--- src/b64enc_pkg.sv ---
// ============================================================================
// b64enc_pkg: shared types and functions for the base64 stream encoder
// Group descriptor passed from the byte gatherer to the character emitter,
// queue sizing and the standard base64 alphabet lookup.
// ============================================================================
`default_nettype none

package b64enc_pkg;

  localparam int unsigned QUEUE_DEPTH = 2;
  localparam int unsigned QUEUE_PTR_W = $clog2(QUEUE_DEPTH);
  localparam int unsigned QUEUE_CNT_W = $clog2(QUEUE_DEPTH + 1);

  localparam logic [6:0] PAD_CHAR = 7'h3D;  // '='

  // One group of up to three bytes, ready for encoding
  typedef struct packed {
    logic [7:0] b0;
    logic [7:0] b1;
    logic [7:0] b2;
    logic [2:0] nchars;  // alphabet characters before padding: 2, 3 or 4
    logic       last;    // group ends the message
  } group_t;

  function automatic logic [6:0] sextet_char(input logic [5:0] v);
    logic [6:0] c;
    if (v < 6'd26) begin
      c = 7'h41 + {1'b0, v};
    end else if (v < 6'd52) begin
      c = 7'h61 + {1'b0, v} - 7'd26;
    end else if (v < 6'd62) begin
      c = 7'h30 + {1'b0, v} - 7'd52;
    end else if (v == 6'd62) begin
      c = 7'h2B;  // '+'
    end else begin
      c = 7'h2F;  // '/'
    end
    return c;
  endfunction

endpackage

`default_nettype wire

--- src/b64enc_if.sv ---
// ============================================================================
// b64enc_if: valid/ready channel interfaces of the base64 stream encoder
// Byte input channel and character output channel, each with a source and
// a sink modport.
// ============================================================================
`default_nettype none

interface b64enc_in_if;
  logic       valid;
  logic       ready;
  logic [7:0] in_byte;
  logic       in_last;

  modport source (output valid, output in_byte, output in_last, input ready);
  modport sink   (input valid, input in_byte, input in_last, output ready);
endinterface

interface b64enc_out_if;
  logic       valid;
  logic       ready;
  logic [6:0] out_char;
  logic       out_last;

  modport source (output valid, output out_char, output out_last, input ready);
  modport sink   (input valid, input out_char, input out_last, output ready);
endinterface

`default_nettype wire

--- src/b64enc_front.sv ---
// ============================================================================
// b64enc_front: byte gatherer
// Collects bytes into groups of three, closes a partial group on the last
// byte and pushes each finished group into the queue.
// ============================================================================
`default_nettype none

module b64enc_front
  import b64enc_pkg::*;
(
  input  wire logic   clk,
  input  wire logic   rst,
  b64enc_in_if.sink   bytes,
  input  wire logic   queue_full,
  output logic        push,
  output group_t      push_group
);

  logic [7:0] held [2];
  logic [1:0] held_count;
  logic       accept;
  logic       group_full;

  assign bytes.ready = !queue_full;
  assign accept      = bytes.valid && bytes.ready;
  // a count of three behaves as two
  assign group_full  = held_count[1];
  assign push        = accept && (group_full || bytes.in_last);

  always_comb begin
    push_group.last = bytes.in_last;
    if (group_full) begin
      push_group.b0     = held[0];
      push_group.b1     = held[1];
      push_group.b2     = bytes.in_byte;
      push_group.nchars = 3'd4;
    end else if (held_count[0]) begin
      push_group.b0     = held[0];
      push_group.b1     = bytes.in_byte;
      push_group.b2     = 8'h00;
      push_group.nchars = 3'd3;
    end else begin
      push_group.b0     = bytes.in_byte;
      push_group.b1     = 8'h00;
      push_group.b2     = 8'h00;
      push_group.nchars = 3'd2;
    end
  end

  always_ff @(posedge clk) begin
    if (rst) begin
      held_count <= 2'd0;
    end else if (accept) begin
      if (push) begin
        held_count <= 2'd0;
      end else begin
        held_count <= held_count + 2'd1;
      end
    end
  end

  always_ff @(posedge clk) begin
    if (accept && !group_full) begin
      held[held_count[0]] <= bytes.in_byte;
    end
  end

endmodule

`default_nettype wire

--- src/b64enc_queue.sv ---
// ============================================================================
// b64enc_queue: group queue
// Short FIFO of group descriptors between the gatherer and the emitter.
// ============================================================================
`default_nettype none

module b64enc_queue
  import b64enc_pkg::*;
(
  input  wire logic   clk,
  input  wire logic   rst,
  input  wire logic   push,
  input  wire group_t push_group,
  output logic        full,
  output logic        head_valid,
  output group_t      head_group,
  input  wire logic   pop
);

  group_t                 entries [QUEUE_DEPTH];
  logic [QUEUE_PTR_W-1:0] wr_ptr;
  logic [QUEUE_PTR_W-1:0] rd_ptr;
  logic [QUEUE_CNT_W-1:0] count;
  logic                   do_push;
  logic                   do_pop;

  assign full       = (count == QUEUE_CNT_W'(QUEUE_DEPTH));
  assign head_valid = (count != '0);
  assign head_group = entries[rd_ptr];
  assign do_push    = push && !full;
  assign do_pop     = pop && head_valid;

  function automatic logic [QUEUE_PTR_W-1:0] ptr_inc(input logic [QUEUE_PTR_W-1:0] p);
    logic [QUEUE_PTR_W-1:0] n;
    if (p == QUEUE_PTR_W'(QUEUE_DEPTH - 1)) begin
      n = '0;
    end else begin
      n = p + QUEUE_PTR_W'(1);
    end
    return n;
  endfunction

  always_ff @(posedge clk) begin
    if (rst) begin
      wr_ptr <= '0;
      rd_ptr <= '0;
      count  <= '0;
    end else begin
      if (do_push) begin
        wr_ptr <= ptr_inc(wr_ptr);
      end
      if (do_pop) begin
        rd_ptr <= ptr_inc(rd_ptr);
      end
      if (do_push && !do_pop) begin
        count <= count + QUEUE_CNT_W'(1);
      end else if (do_pop && !do_push) begin
        count <= count - QUEUE_CNT_W'(1);
      end
    end
  end

  always_ff @(posedge clk) begin
    if (do_push) begin
      entries[wr_ptr] <= push_group;
    end
  end

endmodule

`default_nettype wire

--- src/b64enc_back.sv ---
// ============================================================================
// b64enc_back: character emitter
// Takes one group at a time from the queue and sends its four characters,
// alphabet or pad, through a registered output stage.
// ============================================================================
`default_nettype none

module b64enc_back
  import b64enc_pkg::*;
(
  input  wire logic    clk,
  input  wire logic    rst,
  input  wire logic    head_valid,
  input  wire group_t  head_group,
  output logic         pop,
  b64enc_out_if.source chars
);

  group_t     cur;
  logic       busy;
  logic [1:0] idx;
  logic       advance;
  logic [5:0] sextet;
  logic [6:0] char_next;
  logic       last_next;

  assign advance = !chars.valid || chars.ready;
  // load the next group as soon as the current one sends its final beat
  assign pop     = head_valid && (!busy || (advance && idx == 2'd3));

  always_comb begin
    unique case (idx)
      2'd0: sextet = cur.b0[7:2];
      2'd1: sextet = {cur.b0[1:0], cur.b1[7:4]};
      2'd2: sextet = {cur.b1[3:0], cur.b2[7:6]};
      2'd3: sextet = cur.b2[5:0];
    endcase
    char_next = ({1'b0, idx} < cur.nchars) ? sextet_char(sextet) : PAD_CHAR;
    last_next = cur.last && (idx == 2'd3);
  end

  always_ff @(posedge clk) begin
    if (rst) begin
      busy <= 1'b0;
      idx  <= 2'd0;
    end else if (pop) begin
      busy <= 1'b1;
      idx  <= 2'd0;
    end else if (advance && busy) begin
      idx <= idx + 2'd1;
      if (idx == 2'd3) begin
        busy <= 1'b0;
      end
    end
  end

  always_ff @(posedge clk) begin
    if (pop) begin
      cur <= head_group;
    end
  end

  always_ff @(posedge clk) begin
    if (rst) begin
      chars.valid <= 1'b0;
    end else if (advance) begin
      chars.valid <= busy;
    end
  end

  always_ff @(posedge clk) begin
    if (advance && busy) begin
      chars.out_char <= char_next;
      chars.out_last <= last_next;
    end
  end

endmodule

`default_nettype wire

--- src/base64_stream_encoder.sv ---
// ============================================================================
// base64_stream_encoder: byte stream to base64 characters
// Standard alphabet with '=' padding, one character per output beat.
// ============================================================================
// Usage:
//   bytes : one raw byte per beat (in_byte), in_last on the final byte.
//   chars : one ASCII character per beat (out_char), out_last on the final
//           character of the message.
//   Every three bytes give four characters; a last byte that closes a
//   partial group gives two or three characters and then "==" or "=".
//   The first character of a group passes through the group queue, the
//   emitter's group register and the output register.
//   Throughput: the emitter sends one character per cycle while the receiver
//   is ready, so a long message is paced by the characters. The gatherer
//   takes a byte every cycle until the two-entry group queue fills.
//   Reset clears the held count, the queue and the output stage.
//   When the receiver stalls, the output beat holds; the gatherer keeps
//   taking bytes until the queue is full, then drops ready.
// ============================================================================
`default_nettype none

module base64_stream_encoder
  import b64enc_pkg::*;
(
  input  wire logic    clk,
  input  wire logic    rst,
  b64enc_in_if.sink    bytes,
  b64enc_out_if.source chars
);

  logic   push;
  group_t push_group;
  logic   queue_full;
  logic   head_valid;
  group_t head_group;
  logic   pop;

  b64enc_front u_front (
    .clk        (clk),
    .rst        (rst),
    .bytes      (bytes),
    .queue_full (queue_full),
    .push       (push),
    .push_group (push_group)
  );

  b64enc_queue u_queue (
    .clk        (clk),
    .rst        (rst),
    .push       (push),
    .push_group (push_group),
    .full       (queue_full),
    .head_valid (head_valid),
    .head_group (head_group),
    .pop        (pop)
  );

  b64enc_back u_back (
    .clk        (clk),
    .rst        (rst),
    .head_valid (head_valid),
    .head_group (head_group),
    .pop        (pop),
    .chars      (chars)
  );

endmodule

`default_nettype wire

--- src/flat_wrapper.sv ---
// flat-port wrapper written by rule: the top's interface ports become plain ports
module base64_stream_encoder_flat import b64enc_pkg::*;
  (clk, rst, bytes_valid, bytes_in_byte, bytes_in_last, bytes_ready, chars_valid, chars_out_char, chars_out_last, chars_ready);
  b64enc_in_if bytes_i ();
  b64enc_out_if chars_i ();
  input  wire logic clk;
  input  wire logic rst;
  input wire logic [$bits(bytes_i.valid)-1:0] bytes_valid;
  input wire logic [$bits(bytes_i.in_byte)-1:0] bytes_in_byte;
  input wire logic [$bits(bytes_i.in_last)-1:0] bytes_in_last;
  output wire logic [$bits(bytes_i.ready)-1:0] bytes_ready;
  output wire logic [$bits(chars_i.valid)-1:0] chars_valid;
  output wire logic [$bits(chars_i.out_char)-1:0] chars_out_char;
  output wire logic [$bits(chars_i.out_last)-1:0] chars_out_last;
  input wire logic [$bits(chars_i.ready)-1:0] chars_ready;
  assign bytes_i.valid = bytes_valid;
  assign bytes_i.in_byte = bytes_in_byte;
  assign bytes_i.in_last = bytes_in_last;
  assign bytes_ready = bytes_i.ready;
  assign chars_valid = chars_i.valid;
  assign chars_out_char = chars_i.out_char;
  assign chars_out_last = chars_i.out_last;
  assign chars_i.ready = chars_ready;
  base64_stream_encoder u_core (.clk(clk), .rst(rst), .bytes(bytes_i), .chars(chars_i));
endmodule
--- config.mk ---
export PLATFORM = sky130hd
export DESIGN_NAME = base64_stream_encoder_flat
export DESIGN_NICKNAME = d
export VERILOG_FILES = /design/src/b64enc_pkg.sv /design/src/b64enc_if.sv /design/src/b64enc_front.sv /design/src/b64enc_queue.sv /design/src/b64enc_back.sv /design/src/base64_stream_encoder.sv /design/src/flat_wrapper.sv
export SDC_FILE = /design/constraint.sdc
export NUM_CORES = 1
export LEC_CHECK = 0
export BUFFER_PORTS_ARGS = -buffer_cell sky130_fd_sc_hd__buf_4
export CORE_MARGIN = 2
export CORE_UTILIZATION = 45
export DETAILED_ROUTE_END_ITERATION = 7
export PLACE_DENSITY = 0.7
export SLEW_MARGIN = 20
export SYNTH_ARGS = -nofsm -noshare
export SYNTH_HDL_FRONTEND = slang
export SYNTH_SLANG_ARGS = --single-unit
--- constraint.sdc ---
create_clock -name clk -period 3.5 [get_ports clk]
set_input_delay 0 -clock clk [delete_from_list [all_inputs] [get_ports clk]]
set_output_delay 0 -clock clk [all_outputs]
set_load 0.03 [all_outputs]
==> results.yml <==
run_status:
  outcome: "complete, no violations"
critical_path:
  regToRegEndpoint: "u_core.u_back.chars.out_char[5]"
  r2r_cells: 9
  crit_arrival_ns: 3.21
  crit_path_end_kind: "flip-flop"
  endpoint: "u_core.u_back.chars.out_char[5]"
  timing.rr.start: "u_core.u_back.idx[1]"
  critPathLaunchType: "flip-flop"
  startpoint: "u_core.u_back.idx[1]"
  path_class: "reg -> reg"
  reg2reg_slack_ns: 0.54
  worstPathRequired_ns: 3.75
  path_max_fanout: 8
synthesis:
  syn_area_per_cell_um2: 15.43
  synth_async_sr_flop_share_pct: 0
  synth_top_family_by_area: "multiplexers"
  syn_inst: 318
  synth-compound-area-share_pct: 7.651
  synth_top_area_cell: "edfxtp_1"
  ys_types: 48
  synth-seq-cells: 118
  synth.net_count: 341
  yosys.area_share.simple_pct: 6.937
  netlist_area_um2: 4906
  synth-xor-area-share_pct: 1.250
  synth_adder_area_share_pct: 2.550
  yosysSeqAreaShare_pct: 70.19
  synth_warnings: 0
  synthMuxAreaShare_pct: 9.411
  synth_edf_count: 108
  yosys.area.top_type_share_pct: 66.11
  synth_area_leaders: "edfxtp_1 (66%), mux2_2 (8.7%), dfxtp_1 (4.1%)"
  synthFlopType: "edfxtp_1"
timing:
  layout_setup_ws_ns: 0.5355
  tightest_slew_ns: 0.8280
  finalMaxSlewViolations: 0
  final-hold-violation-count: 0
  setup_violations: 0
  finalSetupTns_ns: 0
  whs_ns: 0.2478
  skew_ns: 0.01123
  slew_headroom_pct: 44.73
  min_period_ns: 2.965
  max_freq_mhz: 337.3
  finalCritPeriodShare_pct: 84.70
  rsz0062_at_grt: "false"
global_routing:
  grt.overflow.total: 0
  antenna_found_initial: 0
  grt_pass1_wl_um: 13830
  grt_start_max_net_pins: 32
  grtUsageTotal_pct: 16.11
  grt_pass1_vias: 2774
power:
  power_mw: 5.204
  vdd_drop_max_v: 0.0003980
  powerDensity_nw_per_um2: 872.7
  leakage_nw: 2.134
floorplan:
  die-area_um2: 11750
  die_y_um: 108.4
  num_rows: 38
  core_area_um2: 10750
  die_x_um: 108.4
  initial_utilization_pct: 45.66
  ios: 23
drt:
  ant_nets: 0
  first_iter_violations: 177
  post-route-drc-count: 0
  routed_wl_um: 8572
  route.vias.total: 2725
  wl_per_cell_um: 16.45
  vias_per_cell: 5.230
  first_pass_iters: 4
clocking:
  numCtsBuffers: 17
  clock-root-buffer: "clkbuf_8"
  clock_sinks: 118
  cts_tree: "built"
  clockBufferDepth: 2
  post_cts_buffers: 0
  clk_latency_ns: 0.51
  cts.clk_slew.worst_paths_ns: 0.06
  htree_levels: 4
placement:
  place.gp.congestion: 0.9482
  dp_hpwl_um: 5493
  port-buffer-count: 22
  post-place-ws_ns: 0.5960
flow_run:
  max_cap_violations: 0
cells_and_area:
  fin_nets: 391
  final_layout_size_suffix_gt1_share_pct: 27.30
  syn2layout_area_growth_pct: 21.55
  antenna_cells: 0
min_path:
  worstHoldPathType: "in -> reg"
## report_power, final
part / internal (mW) / switching [mW]
Clock: 1.08 / 0.582
Combinational: 0.598 / 0.877
Sequential: 1.95 / 0.118
## cell type report
cell class,count,area [µm²]
tap,140,175.2
multi-input combinational,176,1373
timing repair buffer,41,340.3
inverter,14,52.55
sequential,118,3443
clock inverter,12,153.9
clock buffer,20,425.4
fill,862,4782
## cells by family after synthesis
| logic type | count (synthesis) |
|---|---|
| AO/OA/AOI/OAI | 53 |
| XOR/XNOR | 7 |
| adder cells (fa/ha/maj) | 10 |
| buffers and inverters | 24 |
| flip-flops | 118 |
| multiplexers | 41 |
| AND/OR/NAND/NOR | 65 |
## cells in the final DEF, fill, tap and decap left out, types with 2 or more instances in the layout
master	Yosys	final
clkinv_4	0	2
clkinvlp_4	0	3
mux2i_1	2	2
bufinv_16	0	3
xnor2_1	4	4
a311oi_1	2	2
dfxtp_1	10	10
a22oi_1	3	3
nor3_1	6	5
o31ai_1	2	2
xor2_1	3	3
inv_1	13	13
nor4_1	2	2
a31oi_1	2	2
nand3_1	4	4
clkinv_2	0	3
mux2_2	38	38
o21ai_0	6	6
nand2b_1	3	3
dlygate4sd3_1	0	13
clkbuf_16	0	16
clkbuf_1	7	3
ha_1	10	10
or3_1	2	2
a222oi_1	4	4
a22o_1	8	8
and2_1	10	10
edfxtp_1	108	108
a21boi_0	2	2
nor2b_1	3	3
nand2_1	10	10
buf_4	0	28
a21oi_1	16	15
nor2_1	17	17
## repair_timing
action	4_1_cts	5_1_grt
endpoints found under the hold margin	76	0
endpoints found under the setup margin	0	0
resized for setup	0	0
hold buffers	13	0
## synthesized netlist by cell type, types with 2 or more instances
master	number
inv_1	13
xnor2_1	4
mux2i_1	2
clkbuf_1	7
nor2b_1	3
a22oi_1	3
a21boi_0	2
o21ai_0	6
and2_1	10
nand2_1	10
mux2_2	38
nor2_1	17
a311oi_1	2
a31oi_1	2
nor3_1	6
nand2b_1	3
edfxtp_1	108
a22o_1	8
dfxtp_1	10
xor2_1	3
a222oi_1	4
nor4_1	2
nand3_1	4
or3_1	2
o31ai_1	2
ha_1	10
a21oi_1	16
## state kept, by name, indices dropped and copies added (netlist names)
register	cells
u_core.u_back.chars.valid	1
u_core.u_back.chars.out_last	1
u_core.u_front.held_count	2
u_core.u_front.held	16
u_core.u_queue.count	2
u_core.u_queue.rd_ptr	1
u_core.u_back.cur	28
u_core.u_back.idx	2
u_core.u_queue.entries	56
u_core.u_queue.wr_ptr	1
u_core.u_back.busy	1
u_core.u_back.chars.out_char	7
## critical path, cell delays in order, from the launching register on
cell and delay, ns:
dfxtp_1 0.38, inv_1 0.09, ha_1 0.27, a222oi_1 0.48
mux2i_2 0.24, ha_1 0.33, a21oi_1 0.24, a21boi_0 0.37
a2bb2oi_1 0.21, o211ai_1 0.09
## through the flow
stage	instance area [µm²]	utilization, %	std cells
2_1_floorplan	4906	-	318
3_3_place_gp	5254	48.89	476
3_5_place_dp	5254	48.89	476
4_1_cts	5963	55.50	521
5_1_grt	5963	55.50	521
6_report	5963	55.50	521
## worst min path at each step
stage	start	to	slack (ns)	cells after the start
floorplan	bytes_in_byte[0]	u_core.u_front.held[0][0]	0.1	0
global placement	bytes_in_byte[0]	u_core.u_front.held[0][0]	0.22	1
detailed placement	bytes_in_byte[1]	u_core.u_front.held[0][1]	0.22	1
CTS	bytes_in_byte[1]	u_core.u_front.held[0][1]	0.22	2
global route	bytes_in_byte[1]	u_core.u_front.held[0][1]	0.23	2
finish	bytes_in_byte[1]	u_core.u_front.held[0][1]	0.25	2
## layer usage
metal | global-route usage [%] | part of all wire, %
met3 | 4.762 | 3.5
met5 | 0 | 0
met4 | 9.341 | 2.7
met1 | 19.97 | 45
met2 | 25.13 | 48
Note: power is estimated with default switching activity, not from simulation.
